### src/sv/tpg_pkg.sv
package tpg_pkg;

	localparam int CHANNELS = 8;
	localparam int CH_W     = 3;
	localparam int PHYS_W   = 8;
	localparam int MUTE_W   = 6;
	localparam int MODE_W   = 3;
	localparam int PEND_W   = 8;
	localparam int CD_W     = 7;
	localparam int LEN_W    = 5;
	localparam int CFG_W    = 6;

	// Channel six loads a fixed ten-tick countdown whenever it fires a pending pulse
	localparam logic [CH_W-1:0] FIXED_CH     = 3'd6;
	localparam logic [CD_W-1:0] FIXED_CH_LEN = 7'd10;

	localparam logic [PEND_W-1:0] PEND_MAX = 8'd255;

	localparam logic [31:0] RNG_X_INIT = 32'd170;
	localparam logic [31:0] RNG_Y_INIT = 32'd229;
	localparam logic [31:0] RNG_Z_INIT = 32'd181;
	localparam logic [31:0] RAND_MASK  = 32'h0000_FFFF;

	localparam logic [MUTE_W-1:0] MUTE_RESET = 6'd63;
	localparam logic [MODE_W-1:0] MODE_RESET = 3'd0;

	// Channel to physical output bit
	localparam logic [2:0] CHAN_MAP [0:7] = '{3'd2, 3'd4, 3'd3, 3'd7, 3'd6, 3'd5, 3'd0, 3'd1};

	// Fixed lengths for modes 0..3
	localparam logic [LEN_W-1:0] FIXED_LEN [0:3] = '{5'd1, 5'd5, 5'd10, 5'd20};

	// Random range bounds for modes 4..7, upper bound exclusive
	localparam logic [LEN_W-1:0] RAND_LO [0:3] = '{5'd1, 5'd5, 5'd10, 5'd1};
	localparam logic [LEN_W-1:0] RAND_HI [0:3] = '{5'd5, 5'd10, 5'd20, 5'd20};

	typedef enum logic [0:0] {
		REG_LENGTH_MODE = 1'b0,
		REG_MUTE_MASK   = 1'b1
	} reg_idx_t;

	typedef enum logic [1:0] {
		ST_IDLE,
		ST_SET,
		ST_TICK,
		ST_FINISH
	} state_t;

	typedef struct packed {
		logic            cmd;
		logic [CH_W-1:0] channel;
		logic            fire;
		logic            auto_off;
	} in_beat_t;

	typedef struct packed {
		logic [PHYS_W-1:0] trig_out;
		logic [PHYS_W-1:0] trig_raw;
	} out_beat_t;

	typedef struct packed {
		logic [PEND_W-1:0] pending;
		logic [CD_W-1:0]   countdown;
	} entry_t;

	typedef struct packed {
		logic [31:0] x;
		logic [31:0] y;
		logic [31:0] z;
	} rng_t;

	// One xorshift96 step
	function automatic rng_t rng_step(rng_t s);
		logic [31:0] t;
		rng_t        n;
		t = s.x;
		t = t ^ (t << 16);
		t = t ^ (t >> 5);
		t = t ^ (t << 1);
		n.x = s.y;
		n.y = s.z;
		n.z = t ^ s.y ^ s.z;
		return n;
	endfunction

	// Scale a 16-bit draw into the range of a random mode
	function automatic logic [LEN_W-1:0] rand_len(logic [1:0] sel, logic [31:0] r);
		logic [15:0]      r16;
		logic [LEN_W-1:0] span;
		logic [20:0]      prod;
		r16  = r[15:0] & RAND_MASK[15:0];
		span = RAND_HI[sel] - RAND_LO[sel];
		prod = 21'(r16) * 21'(span);
		return RAND_LO[sel] + prod[20:16];
	endfunction

	function automatic logic [PHYS_W-1:0] phys_bit(logic [CH_W-1:0] ch);
		return PHYS_W'(1) << CHAN_MAP[ch];
	endfunction

	// Physical bits that pass; channels six and seven are never muted
	function automatic logic [PHYS_W-1:0] audible(logic [MUTE_W-1:0] mute);
		logic [PHYS_W-1:0] m;
		m = '1;
		for (int i = 0; i < MUTE_W; i++) begin
			m[CHAN_MAP[i]] = mute[i];
		end
		return m;
	endfunction

endpackage

### src/sv/tpg_ram.sv
module tpg_ram #(
	parameter int WIDTH = 15,
	parameter int DEPTH = 8
) (
	input  logic                     clk,
	input  logic                     wr_en,
	input  logic [$clog2(DEPTH)-1:0] wr_addr,
	input  logic [WIDTH-1:0]         wr_data,
	input  logic [$clog2(DEPTH)-1:0] rd_addr,
	output logic [WIDTH-1:0]         rd_data
);

	logic [WIDTH-1:0] mem [0:DEPTH-1];

	// Write port and registered read port
	always_ff @(posedge clk) begin
		if (wr_en) begin
			mem[wr_addr] <= wr_data;
		end
		rd_data <= mem[rd_addr];
	end

endmodule

### src/sv/trigger_pulse_generator.sv
// Channel  Dir  Beat type             Handshake
// in       in   tpg_pkg::in_beat_t    in_valid / in_stall
// out      out  tpg_pkg::out_beat_t   out_valid / out_stall
// cfg      in   index + data          cfg_wr_en, no wait
//
// A set-trigger beat reads the channel entry, modifies and writes it back, then loads the
// result register. A tick beat does one read-modify-write per channel on the one-read
// one-write entry RAM, reading the next channel while writing this one, then loads the result.
// Reset clears control state and the entry valid bits; no clearing pass is needed.
// A stalled result holds in the output register; the next beat is taken meanwhile and its
// result waits in the finish state until the register frees up.
module trigger_pulse_generator #(
	parameter int CHANNELS = tpg_pkg::CHANNELS
) (
	input  logic                             clk,
	input  logic                             arst_n,
	input  logic                             in_valid,
	output logic                             in_stall,
	input  tpg_pkg::in_beat_t                in_data,
	output logic                             out_valid,
	input  logic                             out_stall,
	output tpg_pkg::out_beat_t               out_data,
	input  logic                             cfg_wr_en,
	input  tpg_pkg::reg_idx_t                cfg_index,
	input  logic [tpg_pkg::CFG_W-1:0]        cfg_data
);

	import tpg_pkg::*;

	localparam int AW = $clog2(CHANNELS);

	state_t            state_q, state_d;
	logic [AW-1:0]     ch_q, ch_d;
	in_beat_t          item_q;
	logic [PHYS_W-1:0] out_bits_q, out_bits_d;
	logic [CHANNELS-1:0] ao_bits_q, ao_bits_d;
	rng_t              rng_q, rng_d, rng_adv;
	logic [MODE_W-1:0] mode_q;
	logic [MUTE_W-1:0] mute_q;
	logic [CHANNELS-1:0] valid_q;
	logic              rd_ok_s1;
	out_beat_t         out_q;
	logic              out_valid_q;

	logic              in_acc;
	logic              out_load;
	logic              wr_en;
	logic [AW-1:0]     wr_addr, rd_addr;
	entry_t            wr_data, rd_data, ent;
	logic [LEN_W-1:0]  len;
	logic [CH_W-1:0]   cur_ch;
	logic [PHYS_W-1:0] pb;
	logic              ao;

	assign in_acc    = in_valid && !in_stall;
	assign in_stall  = (state_q != ST_IDLE);
	assign out_valid = out_valid_q;
	assign out_data  = out_q;
	assign out_load  = (state_q == ST_FINISH) && (!out_valid_q || !out_stall);

	tpg_ram #(
		.WIDTH ($bits(entry_t)),
		.DEPTH (CHANNELS)
	) u_ram (
		.clk     (clk),
		.wr_en   (wr_en),
		.wr_addr (wr_addr),
		.wr_data (wr_data),
		.rd_addr (rd_addr),
		.rd_data (rd_data)
	);

	// Entries never written read as zero
	assign ent = rd_ok_s1 ? rd_data : '0;

	// Pulse length for the current draw
	assign rng_adv = rng_step(rng_q);
	assign len     = mode_q[2] ? rand_len(mode_q[1:0], rng_adv.z) : FIXED_LEN[mode_q[1:0]];

	assign cur_ch = (state_q == ST_TICK) ? CH_W'(ch_q) : item_q.channel;
	assign pb     = phys_bit(cur_ch);
	assign ao     = ao_bits_q[cur_ch[AW-1:0]];

	// Sequencer: next state, read-modify-write of the entry
	always_comb begin
		state_d    = state_q;
		ch_d       = ch_q;
		out_bits_d = out_bits_q;
		ao_bits_d  = ao_bits_q;
		rng_d      = rng_q;
		wr_en      = 1'b0;
		wr_addr    = cur_ch[AW-1:0];
		wr_data    = ent;
		rd_addr    = '0;
		unique case (state_q)
			ST_IDLE: begin
				rd_addr = in_data.cmd ? in_data.channel[AW-1:0] : '0;
				ch_d    = '0;
				if (in_acc) begin
					state_d = in_data.cmd ? ST_SET : ST_TICK;
				end
			end
			ST_SET: begin
				wr_en = 1'b1;
				ao_bits_d[cur_ch[AW-1:0]] = item_q.auto_off;
				if (item_q.fire) begin
					if (ent.pending != PEND_MAX) begin
						wr_data.pending = ent.pending + PEND_W'(1);
					end
				end else if (!mode_q[2]) begin
					out_bits_d = out_bits_q & ~pb;
				end else begin
					wr_data.countdown = CD_W'({len, 2'b00});
					rng_d = rng_adv;
					ao_bits_d[cur_ch[AW-1:0]] = 1'b1;
				end
				state_d = ST_FINISH;
			end
			ST_TICK: begin
				wr_en   = 1'b1;
				rd_addr = ch_q + AW'(1);
				ch_d    = ch_q + AW'(1);
				if (ent.pending != '0) begin
					if (((out_bits_q & pb) != '0) && ao) begin
						// drop the raised bit for one tick first
						out_bits_d = out_bits_q & ~pb;
					end else begin
						out_bits_d      = out_bits_q | pb;
						wr_data.pending = ent.pending - PEND_W'(1);
						if (cur_ch == FIXED_CH) begin
							wr_data.countdown = FIXED_CH_LEN;
						end else begin
							wr_data.countdown = CD_W'(len);
							if (mode_q[2]) begin
								rng_d = rng_adv;
							end
						end
					end
				end else if (ent.countdown != '0) begin
					if ((ent.countdown == CD_W'(1)) && ao) begin
						out_bits_d = out_bits_q & ~pb;
					end
					wr_data.countdown = ent.countdown - CD_W'(1);
				end
				if (ch_q == AW'(CHANNELS - 1)) begin
					state_d = ST_FINISH;
				end
			end
			ST_FINISH: begin
				if (out_load) begin
					state_d = ST_IDLE;
				end
			end
			default: begin
				state_d = ST_IDLE;
			end
		endcase
	end

	// Control and state registers
	always_ff @(posedge clk or negedge arst_n) begin
		if (!arst_n) begin
			state_q     <= ST_IDLE;
			ch_q        <= '0;
			out_bits_q  <= '0;
			ao_bits_q   <= '0;
			rng_q       <= '{x: RNG_X_INIT, y: RNG_Y_INIT, z: RNG_Z_INIT};
			mode_q      <= MODE_RESET;
			mute_q      <= MUTE_RESET;
			valid_q     <= '0;
			rd_ok_s1    <= 1'b0;
			out_valid_q <= 1'b0;
		end else begin
			state_q    <= state_d;
			ch_q       <= ch_d;
			out_bits_q <= out_bits_d;
			ao_bits_q  <= ao_bits_d;
			rng_q      <= rng_d;
			rd_ok_s1   <= valid_q[rd_addr];
			if (wr_en) begin
				valid_q[wr_addr] <= 1'b1;
			end
			if (cfg_wr_en) begin
				unique case (cfg_index)
					REG_LENGTH_MODE: mode_q <= cfg_data[MODE_W-1:0];
					REG_MUTE_MASK:   mute_q <= cfg_data[MUTE_W-1:0];
					default:         mode_q <= mode_q;
				endcase
			end
			if (out_load) begin
				out_valid_q <= 1'b1;
			end else if (!out_stall) begin
				out_valid_q <= 1'b0;
			end
		end
	end

	// Payload registers
	always_ff @(posedge clk) begin
		if (in_acc) begin
			item_q <= in_data;
		end
		if (out_load) begin
			out_q.trig_raw <= out_bits_q;
			out_q.trig_out <= out_bits_q & audible(mute_q);
		end
	end

	// Beats are taken only when the sequencer is idle
	a_accept_idle: assert property (@(posedge clk) disable iff (!arst_n)
		in_acc |-> (state_q == ST_IDLE))
		else $error("beat accepted while busy");

	// A tick starts its channel walk at channel zero
	a_tick_start: assert property (@(posedge clk) disable iff (!arst_n)
		(in_acc && !in_data.cmd) |=> (state_q == ST_TICK && ch_q == '0))
		else $error("tick walk did not start at channel zero");

	// Entry RAM is written only from the modify states
	a_write_state: assert property (@(posedge clk) disable iff (!arst_n)
		wr_en |-> (state_q == ST_SET || state_q == ST_TICK))
		else $error("entry write outside modify state");

	// Muted output never sets a bit the raw output lacks
	a_mute_subset: assert property (@(posedge clk) disable iff (!arst_n)
		out_valid_q |-> ((out_q.trig_out & ~out_q.trig_raw) == '0))
		else $error("muted output exceeds raw output");

	// A result is loaded only after the last step of an item
	a_load_finish: assert property (@(posedge clk) disable iff (!arst_n)
		out_load |-> ($past(state_q) == ST_SET || $past(state_q) == ST_TICK
			|| $past(state_q) == ST_FINISH))
		else $error("result loaded out of sequence");

endmodule
### config.mk
export PLATFORM = sky130hd
export DESIGN_NAME = trigger_pulse_generator
export DESIGN_NICKNAME = d
export VERILOG_FILES = /design/src/sv/tpg_pkg.sv /design/src/sv/tpg_ram.sv /design/src/sv/trigger_pulse_generator.sv
export SDC_FILE = /design/constraint.sdc
export NUM_CORES = 1
export LEC_CHECK = 0
export BUFFER_PORTS_ARGS = -buffer_cell sky130_fd_sc_hd__buf_2
export CORE_AREA = 2 2 138 241
export DETAILED_ROUTE_END_ITERATION = 6
export DIE_AREA = 0 0 140 243
export PLACE_DENSITY = 0.7
export SETUP_SLACK_MARGIN = 0.05
export SLEW_MARGIN = 0
export SYNTH_ARGS = -nofsm -noshare
export SYNTH_HDL_FRONTEND = slang
export SYNTH_SLANG_ARGS = --single-unit
### constraint.sdc
create_clock -name clk -period 7.6 [get_ports clk]
set_input_delay 1.52 -clock clk [delete_from_list [all_inputs] [get_ports clk]]
set_output_delay 1.52 -clock clk [all_outputs]
set_load 0.02 [all_outputs]
==> results of run 1 <==
==> per-stage QoR <==
| stage | setup WS [ns] | util (%) | instances | hold WS [ns] | area, sq um |
|---|---|---|---|---|---|
| 6_report | 0.445 | 53.8 | 1893 | 0.465 | 17300 |
| 5_1_grt | 0.0552 | 53.8 | 1893 | 0.484 | 17300 |
| 4_1_cts | 0.408 | 53.7 | 1893 | 0.470 | 17200 |
| 3_5_place_dp | 0.426 | 50.9 | 1845 | 0.453 | 16300 |
| 3_3_place_gp | 0.581 | 50.9 | 1845 | 0.450 | 16300 |
| 2_1_floorplan | 1.12 | - | 1458 | 0.437 | 15800 |
==> layout make-up <==
cell class              instances  share of cell area [%]
well taps                     400                    2.90
repair buffers                 54                    1.88
inverters                      90                    1.96
multi-input cells            1011                    42.4
flip-flops and latches        290                    45.8
clock buffers                  29                    3.89
clock inverters                19                    1.25
==> layer usage <==
| layer | share of wire [%] | routed length (um) |
|---|---|---|
| met1 | 37 | 12800 |
| met2 | 55 | 19300 |
| met3 | 3.4 | 1190 |
| met4 | 4.9 | 1720 |
| met5 | 0 | 0 |
==> layout by cell type (no fill, tap or decap), drive strengths merged, types with 9 or more instances in the layout <==
master / instances
nand2: 253
edfxtp: 139
xnor2: 119
dfrtp: 116
mux2: 100
nand3: 94
inv: 90
nor2: 71
buf: 54
o21ai: 48
ha: 43
fa: 42
a21oi: 31
xor2: 30
clkbuf: 29
dfstp: 20
and2: 16
nor2b: 15
dfxtp: 15
clkinv: 14
a31oi: 13
nor3: 11
and3: 10
o221ai: 9
or2: 9
mux2i: 9
==> critical path, delay by kind of cell, from the launching register on <==
family	cells	cell delay, ns
fa+ha+maj	6	2.43
buf+inv	2	0.09
compound gates	6	1.67
flops	1	0.58
xor+xnor	4	0.93
simple gates	6	0.86
mux	1	0.30
==> final timing paths <==
kind                                         to  depth (start not counted)      start  slack (ns)
worst max-delay path            u_ram.mem[1][4]                         25  rng_q[71]        0.44
worst min-delay path                out_data[9]                          0   register        0.46
worst max register to register  u_ram.mem[1][4]                         25  rng_q[71]        0.44
worst min register to register      out_data[9]                          0   register        0.46
max in group asynchronous            valid_q[6]                          2     arst_n        5.29
min in group asynchronous           rng_adv[94]                          1     arst_n        0.96
==> registers in the layout (all words and copies together), names as in the netlist, 6 cells and up, named ones only <==
| signal | cells |
|---|---|
| rng_q | 32 |
| ao_bits_q | 8 |
| out_data | 14 |
| u_ram.mem | 120 |
| mute_q | 6 |
| valid_q | 8 |
| rng_adv | 64 |
| u_ram.rd_data | 15 |
==> cell families (layout without fill, tap and decap cells) <==
group           count (synthesis)  count (layout)  synth area share (%)
simple gates                  503             503                  14.1
flops                         290             290                  50.1
compound gates                164             164                  6.89
buf+inv                       157             192                  4.04
xor+xnor                      150             150                  8.41
mux                           109             109                  7.78
fa+ha+maj                      85              85                  8.74
==> timing repair <==
action	in CTS	in global routing
gates resized for setup	0	6
endpoints found under the setup margin	0	16
hold buffers	0	0
==> flow_summary.json, run 1 <==
{
  "yosys-top-cells-area": "edfxtp_1, dfrtp_1, mux2_2, xnor2_1, nand2_1",
  "cts_root_buf": "clkbuf_16",
  "fmax_mhz": 140,
  "finalMaxSlewViolations": 0,
  "place.port_buffers": 35,
  "synth_top_cell_area_share_pct": 26.4,
  "synthTopCellsByCount": "nand2_1, edfxtp_1, xnor2_1, dfrtp_1, mux2_2",
  "fp.dieW_um": 140,
  "postSynthCellCount": 1458,
  "ioPinCount": 36,
  "max_stage_delay_ns": 0.58,
  "slowest_stage": "dfstp_2",
  "grt_max_degree": 72,
  "clkTransAtPathRegs_ns": 0.07,
  "ys.flop_type": "edfxtp_1",
  "synth_warnings": 0,
  "seq_area_frac_synth_pct": 50.1,
  "min_period_ns": 7.16,
  "drc": 0,
  "drv_cap": 0,
  "area_growth_pct": 9.45,
  "ys_seq_elements": 290,
  "num_antenna_cells": 0,
  "finalSetupViolations": 0,
  "wl_per_cell_um": 18.5,
  "grt_pass1_wl_um": 56300,
  "cp_max_fo": 8,
  "avgSynthCellArea_sq_um": 10.8,
  "hold_viol": 0,
  "drtIter0Drc": 609,
  "cts.sinks": 290,
  "multi_input_area_sq_um": 7320,
  "synth-async-reset-ratio_pct": 46.9,
  "clk_latency_ns": 0.56,
  "nNetsFinal": 1576,
  "min_path_type": "reg -> reg",
  "grt_use_met2_pct": 39.5,
  "chipHeight_um": 243,
  "tightestPinTransition_ns": 1.35,
  "die_area_sq_um": 34000,
  "cts_max_level": 1,
  "syn-cell-area_sq_um": 15800,
  "skew_ns": 0.0300,
  "grt_setup_unrepaired": "no",
  "yosysMostFrequentCell": "nand2_1",
  "cts_tree": "done",
  "via_per_inst": 5.62,
  "met1_usage_pct": 22.3,
  "dp_hpwl_um": 24600,
  "via_count": 10600,
  "gr-usage-met3_pct": 2.15,
  "synth_area_leader_cell": "edfxtp_1",
  "grt_overflow": 0,
  "cp.arrival_ns": 7.41,
  "synth_edf_count": 139,
  "cts_made_buffers": 26,
  "post-route-period-util_pct": 94.1,
  "cpMostUsedCell": "fa_1",
  "cts_setup_buffers": 0,
  "synthDistinctLibCells": 69,
  "setup.worst_path.start_class": "register",
  "ff_latch_area_sq_um": 7900,
  "syn_nets": 1561,
  "first_pass_iters": 5,
  "status": "finished, final reports clean",
  "setup_tns_ns": 0,
  "crit_path_end_kind": "register",
  "busiest_layer": "met2",
  "ant_nets": 0,
  "antenna_found_initial": 0,
  "fill_cells": 2670,
  "relSlewSlack_pct": 10.1,
  "num_rows": 87,
  "drive_gt1_share_pct": 16.1,
  "totalWireLength_um": 35000,
  "start_util_pct": 49.1,
  "coreArea_sq_um": 32100,
  "worstPathRequired_ns": 7.86,
  "grt_usage_pct": 20.7,
  "max-clock-path-buffers": 3,
  "path_class": "reg -> reg",
  "gp_congestion": 0.870,
  "grt_pass1_vias": 11000
}
Power of run 1 is left out: the tool's default activity adds up to more than one toggle a clock period on the data nets, which glitch-free logic cannot reach.
==> inputs of run 2 (changes only) <==
Settings changed: PLACE_DENSITY 0.7 to 0.66.
==> run 2 against run 1 <==
Utilization is 0.097 points higher. First-iteration DRC count fell by 2.0%. Non-clock buffer count up 2. Critical path depth is 1 higher. Clock skew is 0.00065 ns lower. Register-to-register slack improved by 0.09 ns. Cell count increased by 0.26%. Worst setup slack better by 0.094 ns. Global-route usage rose by 0.62 points. Wire length up 2.1%. Fmax rose by 1.3%. Clock-buffer cell count rose by 7.
==> flow_summary.json, run 2 (synthesized netlist as in run 1, its figures left out) <==
{
  "fmax_mhz": 142,
  "hold_end": "rng_adv[62]",
  "relSlewSlack_pct": 15.9,
  "max-clock-path-buffers": 3,
  "coreArea_sq_um": 32100,
  "skew_ns": 0.0294,
  "cts_tree": "done",
  "setup_tns_ns": 0,
  "cts_root_buf": "clkbuf_16",
  "wl_per_cell_um": 18.8,
  "worst_slack_ns": 0.539,
  "grt_max_degree": 96,
  "final_util_pct": 53.9,
  "setup.worst_path.start_class": "register",
  "grt_pass1_vias": 10900,
  "cts_made_buffers": 28,
  "ioPinCount": 36,
  "via_per_inst": 5.59,
  "area_growth_pct": 9.65,
  "grt_overflow": 0,
  "hp-start": "rng_adv[62]",
  "slowest_stage": "fa_1",
  "crit_path_end_kind": "register",
  "ant_nets": 0,
  "gp_congestion": 0.911,
  "clkTransAtPathRegs_ns": 0.06,
  "worstPathRequired_ns": 7.87,
  "fill_cells": 2797,
  "final_cell_mix": "nand2_1, edfxtp_1, xnor2_1",
  "min_period_ns": 7.06,
  "drive_gt1_share_pct": 16.1,
  "path_class": "reg -> reg",
  "max_stage_delay_ns": 0.54,
  "hold_viol": 0,
  "first_pass_iters": 7,
  "crit_family": "adder cells",
  "reg2reg_depth": 26,
  "num_antenna_cells": 0,
  "cp.arrival_ns": 7.33,
  "cts_hold_buf": 0,
  "mostFrequentLayoutCell": "nand2_1",
  "max_flop_register": "u_ram.mem",
  "grt_usage_pct": 21.3,
  "clk_latency_ns": 0.57,
  "cts_max_level": 1,
  "num_rows": 87,
  "finalMaxSlewViolations": 0,
  "grt_setup_unrepaired": "no",
  "min_path_type": "reg -> reg",
  "place.port_buffers": 35,
  "drtIter0Drc": 597,
  "die_area_sq_um": 34000,
  "cp_max_fo": 8,
  "start_util_pct": 49.1,
  "min_path_cells": 1,
  "fp.dieW_um": 140,
  "r2r_end": "u_ram.mem[6][4]",
  "cts.sinks": 290,
  "nNetsFinal": 1580,
  "r2r_setup_slack_ns": 0.54,
  "r2r_start": "rng_q[75]",
  "finalSetupViolations": 0,
  "via_count": 10600,
  "antenna_found_initial": 1,
  "totalWireLength_um": 35700,
  "drv_cap": 0,
  "post-route-period-util_pct": 92.9,
  "post-place-ws_ns": 0.221,
  "status": "finished, final reports clean",
  "grt_pass1_wl_um": 57600,
  "drc": 0,
  "crit_buf_inv": 3,
  "chipHeight_um": 243,
  "tightestPinTransition_ns": 1.26,
  "largest_reg_flops": 120,
  "dp_hpwl_um": 25300
}
run 2: cell type report:
type / instances / area [sq um] / area share [%]
Sequential cell: 290 / 7900 / 45.7
Multi-Input combinational cell: 1011 / 7310 / 42.3
Clock buffer: 36 / 741 / 4.28
Tap cell: 400 / 500 / 2.89
Timing Repair Buffer: 56 / 339 / 1.96
Inverter: 90 / 338 / 1.95
Clock inverter: 15 / 170 / 0.983
run 2: worst reg2reg max path, stage by stage, from the launching register on:
cell and delay [ns]:
dfrtp_1 0.42, xnor2_1 0.18, buf_4 0.19, xor2_1 0.32
xnor2_1 0.27, nand2_1 0.15, nor2_1 0.19, fa_1 0.46
fa_1 0.54, inv_1 0.05, fa_1 0.52, inv_1 0.04
ha_1 0.28, and3_1 0.20, nand3_1 0.12, o41ai_2 0.39
o21ai_1 0.19, a21oi_2 0.24, nor2_1 0.08, xnor2_1 0.17
fa_1 0.46, a21o_1 0.17, a21oi_1 0.17, xnor2_1 0.13
nor4bb_1 0.16, mux2_2 0.30, o31a_1 0.36
run 2: per-stage QoR:
stage | area (sq um) | hold slack, ns | instances
final | 17300 | 0.466 | 1898
after detailed placement | 16400 | 0.453 | 1847
after global routing | 17300 | 0.485 | 1898
after floorplan | 15800 | 0.437 | 1458
after global placement | 16400 | 0.450 | 1847
after CTS | 17300 | 0.470 | 1898
run 2: layer usage:
layer,routed length [um],vias up,GRT usage [%]
li1,-,5029,-
met1,13100,5255,22.8
met2,20000,245,41.7
met3,1220,88,2.29
met4,1480,2,8.97
met5,13,-,0
run 2: how the worst max path moves through the flow:
stage	start	endpoint	cells past startpoint
2_1_floorplan	rng_q[69]	u_ram.mem[0][4]	25
3_3_place_gp	rng_q[64]	u_ram.mem[1][4]	25
3_5_place_dp	rng_q[72]	u_ram.mem[2][4]	25
4_1_cts	rng_q[72]	u_ram.mem[6][4]	25
5_1_grt	rng_q[75]	u_ram.mem[1][4]	26
6_report	rng_q[75]	u_ram.mem[6][4]	26
run 2: repair_timing:
action / in CTS / in global routing
setup buffers: 0 / 0
gates resized for setup: 0 / 5
setup endpoints to repair: 0 / 48
Power of run 2 is left out for the same reason.
